==> src/rtl/core/irs_pkg.sv <==
// Shared types, constants and functions of the integer to radix string converter.
package irs_pkg;

    localparam int VALUE_BITS    = 63;
    localparam int TDATA_IN_BITS = ((VALUE_BITS + 7) / 8) * 8;
    localparam int CHAR_BITS     = 7;
    localparam int TDATA_OUT_BITS = ((CHAR_BITS + 7) / 8) * 8;
    localparam int BASE_BITS     = 6;
    localparam int STORE_DEPTH   = 64;
    localparam int IDX_BITS      = $clog2(STORE_DEPTH);
    localparam int CNT_BITS      = IDX_BITS + 1;
    localparam int DIV_CNT_BITS  = $clog2(VALUE_BITS);
    localparam int QUEUE_DEPTH   = 2;
    localparam int QPTR_BITS     = $clog2(QUEUE_DEPTH);
    localparam int QCNT_BITS     = $clog2(QUEUE_DEPTH + 1);
    localparam int APB_DATA_BITS = 32;
    localparam int APB_ADDR_BITS = 2;

    localparam logic [APB_ADDR_BITS-1:0] ADDR_RADIX = 2'd0;
    localparam logic [BASE_BITS-1:0]     RADIX_RESET = 6'd10;
    localparam logic [BASE_BITS-1:0]     BASE_MIN = 6'd2;
    localparam logic [BASE_BITS-1:0]     BASE_MAX = 6'd62;
    localparam logic [CHAR_BITS-1:0]     CHAR_ZERO = 7'd48;

    typedef struct packed {
        logic [VALUE_BITS-1:0] value;
        logic [BASE_BITS-1:0]  base;
    } t_job;

    typedef struct packed {
        logic                 start;
        logic [BASE_BITS-1:0] base;
    } t_div_ctl;

    typedef struct packed {
        logic busy;
        logic done;
    } t_div_stat;

    typedef enum logic [2:0] {
        BK_IDLE,
        BK_DIV_START,
        BK_DIV_WAIT,
        BK_READ,
        BK_LOAD
    } t_back_state;

    // Radix codes below two or above sixty-two saturate into the legal range.
    function automatic logic [BASE_BITS-1:0] eff_base(input logic [BASE_BITS-1:0] r);
        logic [BASE_BITS-1:0] b;
        b = r;
        if (r < BASE_MIN) b = BASE_MIN;
        if (r > BASE_MAX) b = BASE_MAX;
        return b;
    endfunction

    // Maps a digit value onto 0-9, A-Z, a-z.
    function automatic logic [CHAR_BITS-1:0] digit_char(input logic [BASE_BITS-1:0] d);
        logic [BASE_BITS-1:0] v;
        logic [CHAR_BITS-1:0] c;
        v = (d > 6'd61) ? 6'd61 : d;
        if (v < 6'd10) begin
            c = CHAR_ZERO + CHAR_BITS'(v);
        end else if (v < 6'd36) begin
            c = 7'd55 + CHAR_BITS'(v);
        end else begin
            c = 7'd61 + CHAR_BITS'(v);
        end
        return c;
    endfunction

endpackage

==> src/rtl/core/irs_front.sv <==
// Input side: accepts values, attaches the saturated base and queues the jobs.
module irs_front import irs_pkg::*; (
    input  logic                     i_clk,
    input  logic                     i_rst_n,
    input  logic [BASE_BITS-1:0]     i_radix,
    input  logic                     i_s_valid,
    output logic                     o_s_ready,
    input  logic [VALUE_BITS-1:0]    i_s_value,
    output logic                     o_q_valid,
    output t_job                     o_q_job,
    input  logic                     i_q_pop
);

    t_job                 r_ent [QUEUE_DEPTH];
    logic [QPTR_BITS-1:0] r_wr_ptr;
    logic [QPTR_BITS-1:0] r_rd_ptr;
    logic [QCNT_BITS-1:0] r_count;
    logic                 push;
    logic                 pop;

    assign o_s_ready = (r_count != QCNT_BITS'(QUEUE_DEPTH));
    assign push      = i_s_valid && o_s_ready;
    assign o_q_valid = (r_count != '0);
    assign pop       = i_q_pop && o_q_valid;
    assign o_q_job   = r_ent[r_rd_ptr];

    always_ff @(posedge i_clk) begin
        if (push) begin
            r_ent[r_wr_ptr] <= '{value: i_s_value, base: eff_base(i_radix)};
        end
    end

    always_ff @(posedge i_clk) begin
        if (!i_rst_n) begin
            r_wr_ptr <= '0;
            r_rd_ptr <= '0;
            r_count  <= '0;
        end else begin
            if (push) r_wr_ptr <= r_wr_ptr + 1'b1;
            if (pop)  r_rd_ptr <= r_rd_ptr + 1'b1;
            case ({push, pop})
                2'b10:   r_count <= r_count + 1'b1;
                2'b01:   r_count <= r_count - 1'b1;
                default: r_count <= r_count;
            endcase
        end
    end

endmodule

==> src/rtl/core/irs_divider.sv <==
// Restoring divider of a value by a small base, one quotient bit per cycle.
module irs_divider import irs_pkg::*; (
    input  logic                  i_clk,
    input  logic                  i_rst_n,
    input  t_div_ctl              i_ctl,
    input  logic [VALUE_BITS-1:0] i_dividend,
    output t_div_stat             o_stat,
    output logic [VALUE_BITS-1:0] o_quotient,
    output logic [BASE_BITS-1:0]  o_remainder
);

    logic                    r_busy;
    logic                    r_done;
    logic [DIV_CNT_BITS-1:0] r_cnt;
    logic [VALUE_BITS-1:0]   r_q;
    logic [BASE_BITS-1:0]    r_rem;
    logic [BASE_BITS-1:0]    r_base;
    logic [BASE_BITS:0]      trial;
    logic [BASE_BITS:0]      diff;
    logic                    ge;

    assign trial = {r_rem, r_q[VALUE_BITS-1]};
    assign diff  = trial - {1'b0, r_base};
    assign ge    = (trial >= {1'b0, r_base});

    always_ff @(posedge i_clk) begin
        if (i_ctl.start) begin
            r_q    <= i_dividend;
            r_rem  <= '0;
            r_base <= i_ctl.base;
        end else if (r_busy) begin
            r_q   <= {r_q[VALUE_BITS-2:0], ge};
            r_rem <= ge ? diff[BASE_BITS-1:0] : trial[BASE_BITS-1:0];
        end
    end

    always_ff @(posedge i_clk) begin
        if (!i_rst_n) begin
            r_busy <= 1'b0;
            r_done <= 1'b0;
            r_cnt  <= '0;
        end else begin
            r_done <= 1'b0;
            if (i_ctl.start) begin
                r_busy <= 1'b1;
                r_cnt  <= '0;
            end else if (r_busy) begin
                r_cnt <= r_cnt + 1'b1;
                if (r_cnt == DIV_CNT_BITS'(VALUE_BITS - 1)) begin
                    r_busy <= 1'b0;
                    r_done <= 1'b1;
                end
            end
        end
    end

    assign o_stat      = '{busy: r_busy, done: r_done};
    assign o_quotient  = r_q;
    assign o_remainder = r_rem;

endmodule

==> src/rtl/core/irs_back.sv <==
// Work side: divides a job into digits, stores them and emits them top digit first.
module irs_back import irs_pkg::*; (
    input  logic                 i_clk,
    input  logic                 i_rst_n,
    input  logic                 i_q_valid,
    input  t_job                 i_q_job,
    output logic                 o_q_pop,
    output logic                 o_m_valid,
    input  logic                 i_m_ready,
    output logic [CHAR_BITS-1:0] o_m_char,
    output logic                 o_m_last
);

    t_back_state           r_state;
    t_back_state           n_state;
    logic [VALUE_BITS-1:0] r_quot;
    logic [BASE_BITS-1:0]  r_base;
    logic [CNT_BITS-1:0]   r_n;
    logic [IDX_BITS-1:0]   r_rd_idx;
    logic [BASE_BITS-1:0]  r_rd_data;
    logic [BASE_BITS-1:0]  r_mem [STORE_DEPTH];
    logic                  r_out_valid;
    logic [CHAR_BITS-1:0]  r_out_char;
    logic                  r_out_last;

    t_div_ctl              div_ctl;
    t_div_stat             div_stat;
    logic [VALUE_BITS-1:0] div_quot;
    logic [BASE_BITS-1:0]  div_rem;
    logic                  stop;
    logic                  out_free;
    logic                  mem_we;
    logic                  mem_re;
    logic                  out_load;
    logic                  div_start;

    irs_divider u_div (
        .i_clk       (i_clk),
        .i_rst_n     (i_rst_n),
        .i_ctl       (div_ctl),
        .i_dividend  (r_quot),
        .o_stat      (div_stat),
        .o_quotient  (div_quot),
        .o_remainder (div_rem)
    );

    assign div_ctl  = '{start: div_start, base: r_base};
    assign stop     = (div_quot == '0) || ((r_n + 1'b1) == CNT_BITS'(STORE_DEPTH));
    assign out_free = !r_out_valid || i_m_ready;

    always_comb begin
        n_state = r_state;
        unique case (r_state)
            BK_IDLE:      if (i_q_valid) n_state = BK_DIV_START;
            BK_DIV_START: n_state = BK_DIV_WAIT;
            BK_DIV_WAIT: begin
                if (div_stat.done) n_state = stop ? BK_READ : BK_DIV_START;
            end
            BK_READ:      n_state = BK_LOAD;
            BK_LOAD: begin
                if (out_free) n_state = (r_rd_idx == '0) ? BK_IDLE : BK_READ;
            end
            default:      n_state = BK_IDLE;
        endcase
    end

    always_comb begin
        o_q_pop   = 1'b0;
        div_start = 1'b0;
        mem_we    = 1'b0;
        mem_re    = 1'b0;
        out_load  = 1'b0;
        unique case (r_state)
            BK_IDLE:      o_q_pop = i_q_valid;
            BK_DIV_START: div_start = 1'b1;
            BK_DIV_WAIT:  mem_we = div_stat.done;
            BK_READ:      mem_re = 1'b1;
            BK_LOAD:      out_load = out_free;
            default:      o_q_pop = 1'b0;
        endcase
    end

    always_ff @(posedge i_clk) begin
        if (mem_we) r_mem[r_n[IDX_BITS-1:0]] <= div_rem;
    end

    always_ff @(posedge i_clk) begin
        if (mem_re) r_rd_data <= r_mem[r_rd_idx];
    end

    always_ff @(posedge i_clk) begin
        if (o_q_pop) begin
            r_quot <= i_q_job.value;
            r_base <= i_q_job.base;
        end else if (mem_we) begin
            r_quot <= div_quot;
            if (stop) r_rd_idx <= r_n[IDX_BITS-1:0];
        end else if (out_load) begin
            r_rd_idx <= r_rd_idx - 1'b1;
        end
        if (out_load) begin
            r_out_char <= digit_char(r_rd_data);
            r_out_last <= (r_rd_idx == '0);
        end
    end

    always_ff @(posedge i_clk) begin
        if (!i_rst_n) begin
            r_state     <= BK_IDLE;
            r_n         <= '0;
            r_out_valid <= 1'b0;
        end else begin
            r_state <= n_state;
            if (o_q_pop) begin
                r_n <= '0;
            end else if (mem_we) begin
                r_n <= r_n + 1'b1;
            end
            if (out_load) begin
                r_out_valid <= 1'b1;
            end else if (i_m_ready) begin
                r_out_valid <= 1'b0;
            end
        end
    end

    assign o_m_valid = r_out_valid;
    assign o_m_char  = r_out_char;
    assign o_m_last  = r_out_last;

endmodule

==> src/rtl/core/integer_to_radix_string.sv <==
// Top level of the integer to radix string converter.
//
// A beat on the slave stream carries one nonnegative integer in
// s_axis_tdata. The block writes it out as a string of ASCII digits in the
// base held in the radix register, most significant digit first, one
// character per master beat; tlast marks the final, least significant
// digit. A value of zero gives the single character '0'. The radix
// register (APB address 0) saturates codes below two to base two and
// codes above sixty-two to base sixty-two; the base is sampled when the
// value is accepted.
//
// Values enter a two-entry queue and are worked off one at a time. Each
// digit needs one pass of the shared bit-serial divider, started and
// awaited by control states; the digits are then read from the digit
// store and loaded into the output register one by one. While the
// receiver stalls, the output register holds its beat and the work stops
// at the next digit; the queue keeps taking values until it is full.
// Reset empties the queue, drops any string in progress and sets the
// radix to ten.
module integer_to_radix_string import irs_pkg::*; (
    input  logic                      i_clk,
    input  logic                      i_rst_n,
    // Slave stream; tdata: value [62:0], zero padding [63].
    input  logic                      s_axis_tvalid,
    output logic                      s_axis_tready,
    input  logic [TDATA_IN_BITS-1:0]  s_axis_tdata,
    // Master stream; tdata: digit_char [6:0], zero padding [7].
    output logic                      m_axis_tvalid,
    input  logic                      m_axis_tready,
    output logic [TDATA_OUT_BITS-1:0] m_axis_tdata,
    output logic                      m_axis_tlast,
    // Configuration port.
    input  logic                      psel,
    input  logic                      penable,
    input  logic                      pwrite,
    input  logic [APB_ADDR_BITS-1:0]  paddr,
    input  logic [APB_DATA_BITS-1:0]  pwdata,
    output logic [APB_DATA_BITS-1:0]  prdata,
    output logic                      pready
);

    logic [BASE_BITS-1:0] r_radix;
    logic                 q_valid;
    t_job                 q_job;
    logic                 q_pop;
    logic [CHAR_BITS-1:0] m_char;

    // The register takes the low six bits of the written word.
    assign pready = 1'b1;

    always_ff @(posedge i_clk) begin
        if (!i_rst_n) begin
            r_radix <= RADIX_RESET;
        end else if (psel && penable && pwrite && pready && (paddr == ADDR_RADIX)) begin
            r_radix <= pwdata[BASE_BITS-1:0];
        end
    end

    assign prdata = (paddr == ADDR_RADIX) ? APB_DATA_BITS'(r_radix) : '0;

    irs_front u_front (
        .i_clk     (i_clk),
        .i_rst_n   (i_rst_n),
        .i_radix   (r_radix),
        .i_s_valid (s_axis_tvalid),
        .o_s_ready (s_axis_tready),
        .i_s_value (s_axis_tdata[VALUE_BITS-1:0]),
        .o_q_valid (q_valid),
        .o_q_job   (q_job),
        .i_q_pop   (q_pop)
    );

    irs_back u_back (
        .i_clk     (i_clk),
        .i_rst_n   (i_rst_n),
        .i_q_valid (q_valid),
        .i_q_job   (q_job),
        .o_q_pop   (q_pop),
        .o_m_valid (m_axis_tvalid),
        .i_m_ready (m_axis_tready),
        .o_m_char  (m_char),
        .o_m_last  (m_axis_tlast)
    );

    assign m_axis_tdata = TDATA_OUT_BITS'(m_char);

endmodule

==> config.mk <==
export PLATFORM = sky130hd
export DESIGN_NAME = integer_to_radix_string
export DESIGN_NICKNAME = d
export VERILOG_FILES = /design/src/rtl/core/irs_pkg.sv /design/src/rtl/core/irs_front.sv /design/src/rtl/core/irs_divider.sv /design/src/rtl/core/irs_back.sv /design/src/rtl/core/integer_to_radix_string.sv
export SDC_FILE = /design/constraint.sdc
export NUM_CORES = 1
export LEC_CHECK = 0
export BUFFER_PORTS_ARGS = -buffer_cell sky130_fd_sc_hd__buf_2
export CAP_MARGIN = 15
export CORE_MARGIN = 10
export CORE_UTILIZATION = 40
export DETAILED_ROUTE_END_ITERATION = 12
export HOLD_SLACK_MARGIN = 0.03
export PLACE_DENSITY = 0.54
export REMOVE_ABC_BUFFERS = 1
export SYNTH_ARGS = -nofsm -noshare
export SYNTH_HDL_FRONTEND = slang
export SYNTH_SLANG_ARGS = --single-unit
==> constraint.sdc <==
create_clock -name i_clk -period 7.54 [get_ports i_clk]
set_clock_uncertainty 0.05 [all_clocks]
set_input_delay 1.508 -clock i_clk [delete_from_list [all_inputs] [get_ports i_clk]]
set_output_delay 1.508 -clock i_clk [all_outputs]
set_load 0.05 [all_outputs]
==> reports/results.tsv <==
stage	metric	value	unit
placement	place_ws	3.70	ns
clock_tree	cts_setup_buffers	0	
detailed_routing	wirelength	61800	um
yosys	syn_inst	1828	
clock_tree	clock_latency	0.61	ns
yosys	yosys.area.top_type	edfxtp_1	
setup_path	cp-end-kind	primary output	
power_and_ir_drop	sw_frac_of_total	28.0	%
detailed_routing	first_pass_iters	5	
finish	final_cell_count_no_fill	2931	
detailed_routing	dr.first_iter.drc_count	1084	
clock_tree	cts_root_buf	clkbuf_16	
grt	antenna_found_initial	0	
finish	antennaDiodeCount	0	
finish	postLayoutCoreUtil	45.6	%
placement	io_buffers	93	
clock_tree	cts_tree	built	
yosys	netlist-cell-type-count	61	
timing	hold_viol_final	0	
clock_tree	clockBufferDepth	3	
timing	rsz0062_at_grt	no	
power_and_ir_drop	pwr-share-clk	32.2	%
finish	stdcell_area	32600	um^2
yosys	yosysTopAreaCellShare	70.7	%
die	fp.dieArea	83400	um^2
grt	grt_pass1_wl	94200	um
run_status	status	completed	
die	coreArea	71500	um^2
power_and_ir_drop	p_comb_share	17.1	%
setup_path	cp-start-kind	input port	
timing	finalSetupViolCount	0	
die	fp.dieW	289	um
grt	grt_pass1_vias	15759	
placement	post_dp_cell_area	30200	um^2
die	num_rows	98	
power_and_ir_drop	power_density	348	nW/um^2
clock_tree	ctsHoldBuffers	0	
power_and_ir_drop	p_int	8.17	mW
yosys	yosysWarnings	0	
yosys	ys_top_cells_by_area	edfxtp_1 71%, mux4_2 5.8%, mux2i_1 4.2%, nand2_1 3.0%, dfxtp_1 2.5%	
detailed_routing	avgRoutedWirePerCell	21.1	um
hold_path	hp-class	reg -> reg	
yosys	yosysSeqAreaShare	73.2	%
clock_tree	cts_max_level	3	
timing	finalWorstSetupSlack	3.69	ns
yosys	synthFlopType	edfxtp_1	
finish	final_layout_size_suffix_gt1_share	17.4	%
yosys	netlist_area	28900	um^2
power_and_ir_drop	ir_worst_vdd	0.000240	V
clock_tree	numCtsBuffers	76	
yosys	ys_ff_latch	716	
timing	slew_headroom	26.2	%
finish	final_common_cell	edfxtp_1	
timing	tns	0	ns
finish	fillCellCount	6237	
yosys	synth_edf_count	680	
grt	grt_start_max_net_pins	101	
timing	fin_crit_sh	51.1	%
setup_path	path_class	in -> out	
detailed_routing	antenna_left	0	
detailed_routing	route.detailed.drc	0	
power_and_ir_drop	power.switching	3.18	mW
timing	timing.hold.ws	0.369	ns
grt	grt.overflow.total	0	
clock_tree	cts_resized	0	
power_and_ir_drop	p_leak	11.1	nW
power_and_ir_drop	power	11.4	mW
finish	area_growth	13.0	%
timing	report.final.slew_viol_count	0	
power_and_ir_drop	seqPwrFrac	50.7	%
die	start_util	40.4	%
timing	fin_crit	3.85	ns
die	die_height	289	um
detailed_routing	via_per_inst	5.20	
flow_run	maxCapViolations	0	
placement	dpl.hpwl	37100	um
clock_tree	cts_num_sinks	716	
yosys	avgSynthCellArea	15.8	um^2
die	ioPinCount	149	
timing	tightest_slew	1.10	ns
clock_tree	clkTransAtPathRegs	0.06	ns
placement	gp_congestion	0.755	
detailed_routing	num_vias	15248	
yosys	async_flop_share	0	%
setup_path	arrival	2.30	ns
placement	post-place-cells	2790	
grt	track_usage	14.8	%
finish	final_cell_mix	680 x edfxtp_1, 227 x nand2_1, 154 x nor2_1, 120 x mux2i_1, 94 x buf_2	
setup_path	crit_fanout	6	
finish	fin_nets	2045	
timing	timing.fmax	260	MHz
setup_path	required	5.98	ns
## registers in the layout (all words and copies together) (netlist names), named ones only
name / flops
u_back.r_mem: 384
u_front.r_ent: 138
u_back.r_quot: 63
u_back.u_div.o_quotient: 63
u_back.o_m_char: 7
u_back.r_n: 7
r_radix: 6
u_back.r_base: 6
u_back.r_rd_data: 6
u_back.r_rd_idx: 6
u_back.u_div.o_remainder: 6
u_back.u_div.r_base: 6
u_back.u_div.r_cnt: 6
u_back.r_state: 3
u_front.r_count: 2
u_back.o_m_last: 1
u_back.o_m_valid: 1
u_back.u_div.r_busy: 1
u_back.u_div.r_done: 1
u_front.r_rd_ptr: 1
u_front.r_wr_ptr: 1
## final cells by class
| cell class | count | area, um^2 | share of cell area, % |
|---|---|---|---|
| Timing Repair Buffer | 118 | 663 | 2.03 |
| Multi-Input combinational cell | 985 | 7080 | 21.7 |
| Sequential cell | 716 | 21200 | 64.8 |
| Tap cell | 950 | 1190 | 3.64 |
| Inverter | 22 | 82.6 | 0.253 |
| Clock buffer | 98 | 2080 | 6.37 |
| Clock inverter | 42 | 388 | 1.19 |
## synthesized netlist by cell type (4+ instances only)
library cell	number
mux4_2	75
ha_1	19
nor2_1	156
buf_4	35
buf_6	6
and2_1	12
xnor2_1	11
a22oi_1	9
nor4_1	18
nand2_1	229
nor3_1	13
o21ai_1	4
mux2i_1	120
nand4_1	14
o211ai_1	6
buf_1	9
o21a_1	6
and3_1	5
dfxtp_1	36
mux2_2	17
a21oi_1	91
inv_1	22
a221oi_1	5
o22ai_1	11
nand2b_1	10
a211o_1	4
edfxtp_1	680
or3_1	9
buf_2	16
o221ai_1	9
clkbuf_1	64
o21ai_0	24
xor2_1	12
a211oi_1	7
nand3_1	12
nor2b_1	17
## metal layers
metal	track usage [%]	vias up	routed length [um]
li1	-	7064	-
met1	19.3	7728	26700
met4	4.55	0	1540
met5	0	-	0
met2	24.5	341	30600
met3	3.04	115	3000
## worst max-delay path, stage by stage
cell and delay (ns):
buf_2 0.10, nor2_1 0.24, and2_1 0.18, buf_2 0.26
## path summary, 6_finish.rpt
kind	startpoint	end	slack (ns)	depth (start not counted)
setup reg to reg	u_back.r_rd_idx[1]$_DFFE_PP_	u_back.r_rd_data[2]$_DFFE_PP_	4.30	7
hold / removal	u_back.r_base[4]$_DFFE_PP_	u_back.u_div.r_base[4]$_DFFE_PP_	0.37	0
hold reg to reg	u_back.r_base[4]$_DFFE_PP_	u_back.u_div.r_base[4]$_DFFE_PP_	0.37	0
setup / recovery	paddr[1]	prdata[2]	3.69	4
## power by group through the flow
stage / clock, mW / combinational, mW / sequential (mW)
6_report: 3.66 / 1.94 / 5.76
5_1_grt: 3.91 / 2.21 / 5.82
4_1_cts: 3.75 / 1.99 / 5.76
3_5_place_dp: 0 / 1.98 / 5.84
3_3_place_gp: 0 / 1.92 / 5.83
2_1_floorplan: 0 / 1.25 / 5.92
## kinds of logic after synthesis
kind of cell | Yosys count | share of synthesized area [%]
AO/OA/AOI/OAI | 195 | 4.15
XOR/XNOR | 23 | 0.697
adder cells (fa/ha/maj) | 21 | 0.962
buffers and inverters | 153 | 2.72
flip-flops | 716 | 73.2
multiplexers | 212 | 10.7
other | 2 | 0.0260
AND/OR/NAND/NOR | 506 | 7.57
Power figures use the tool's default switching activity.
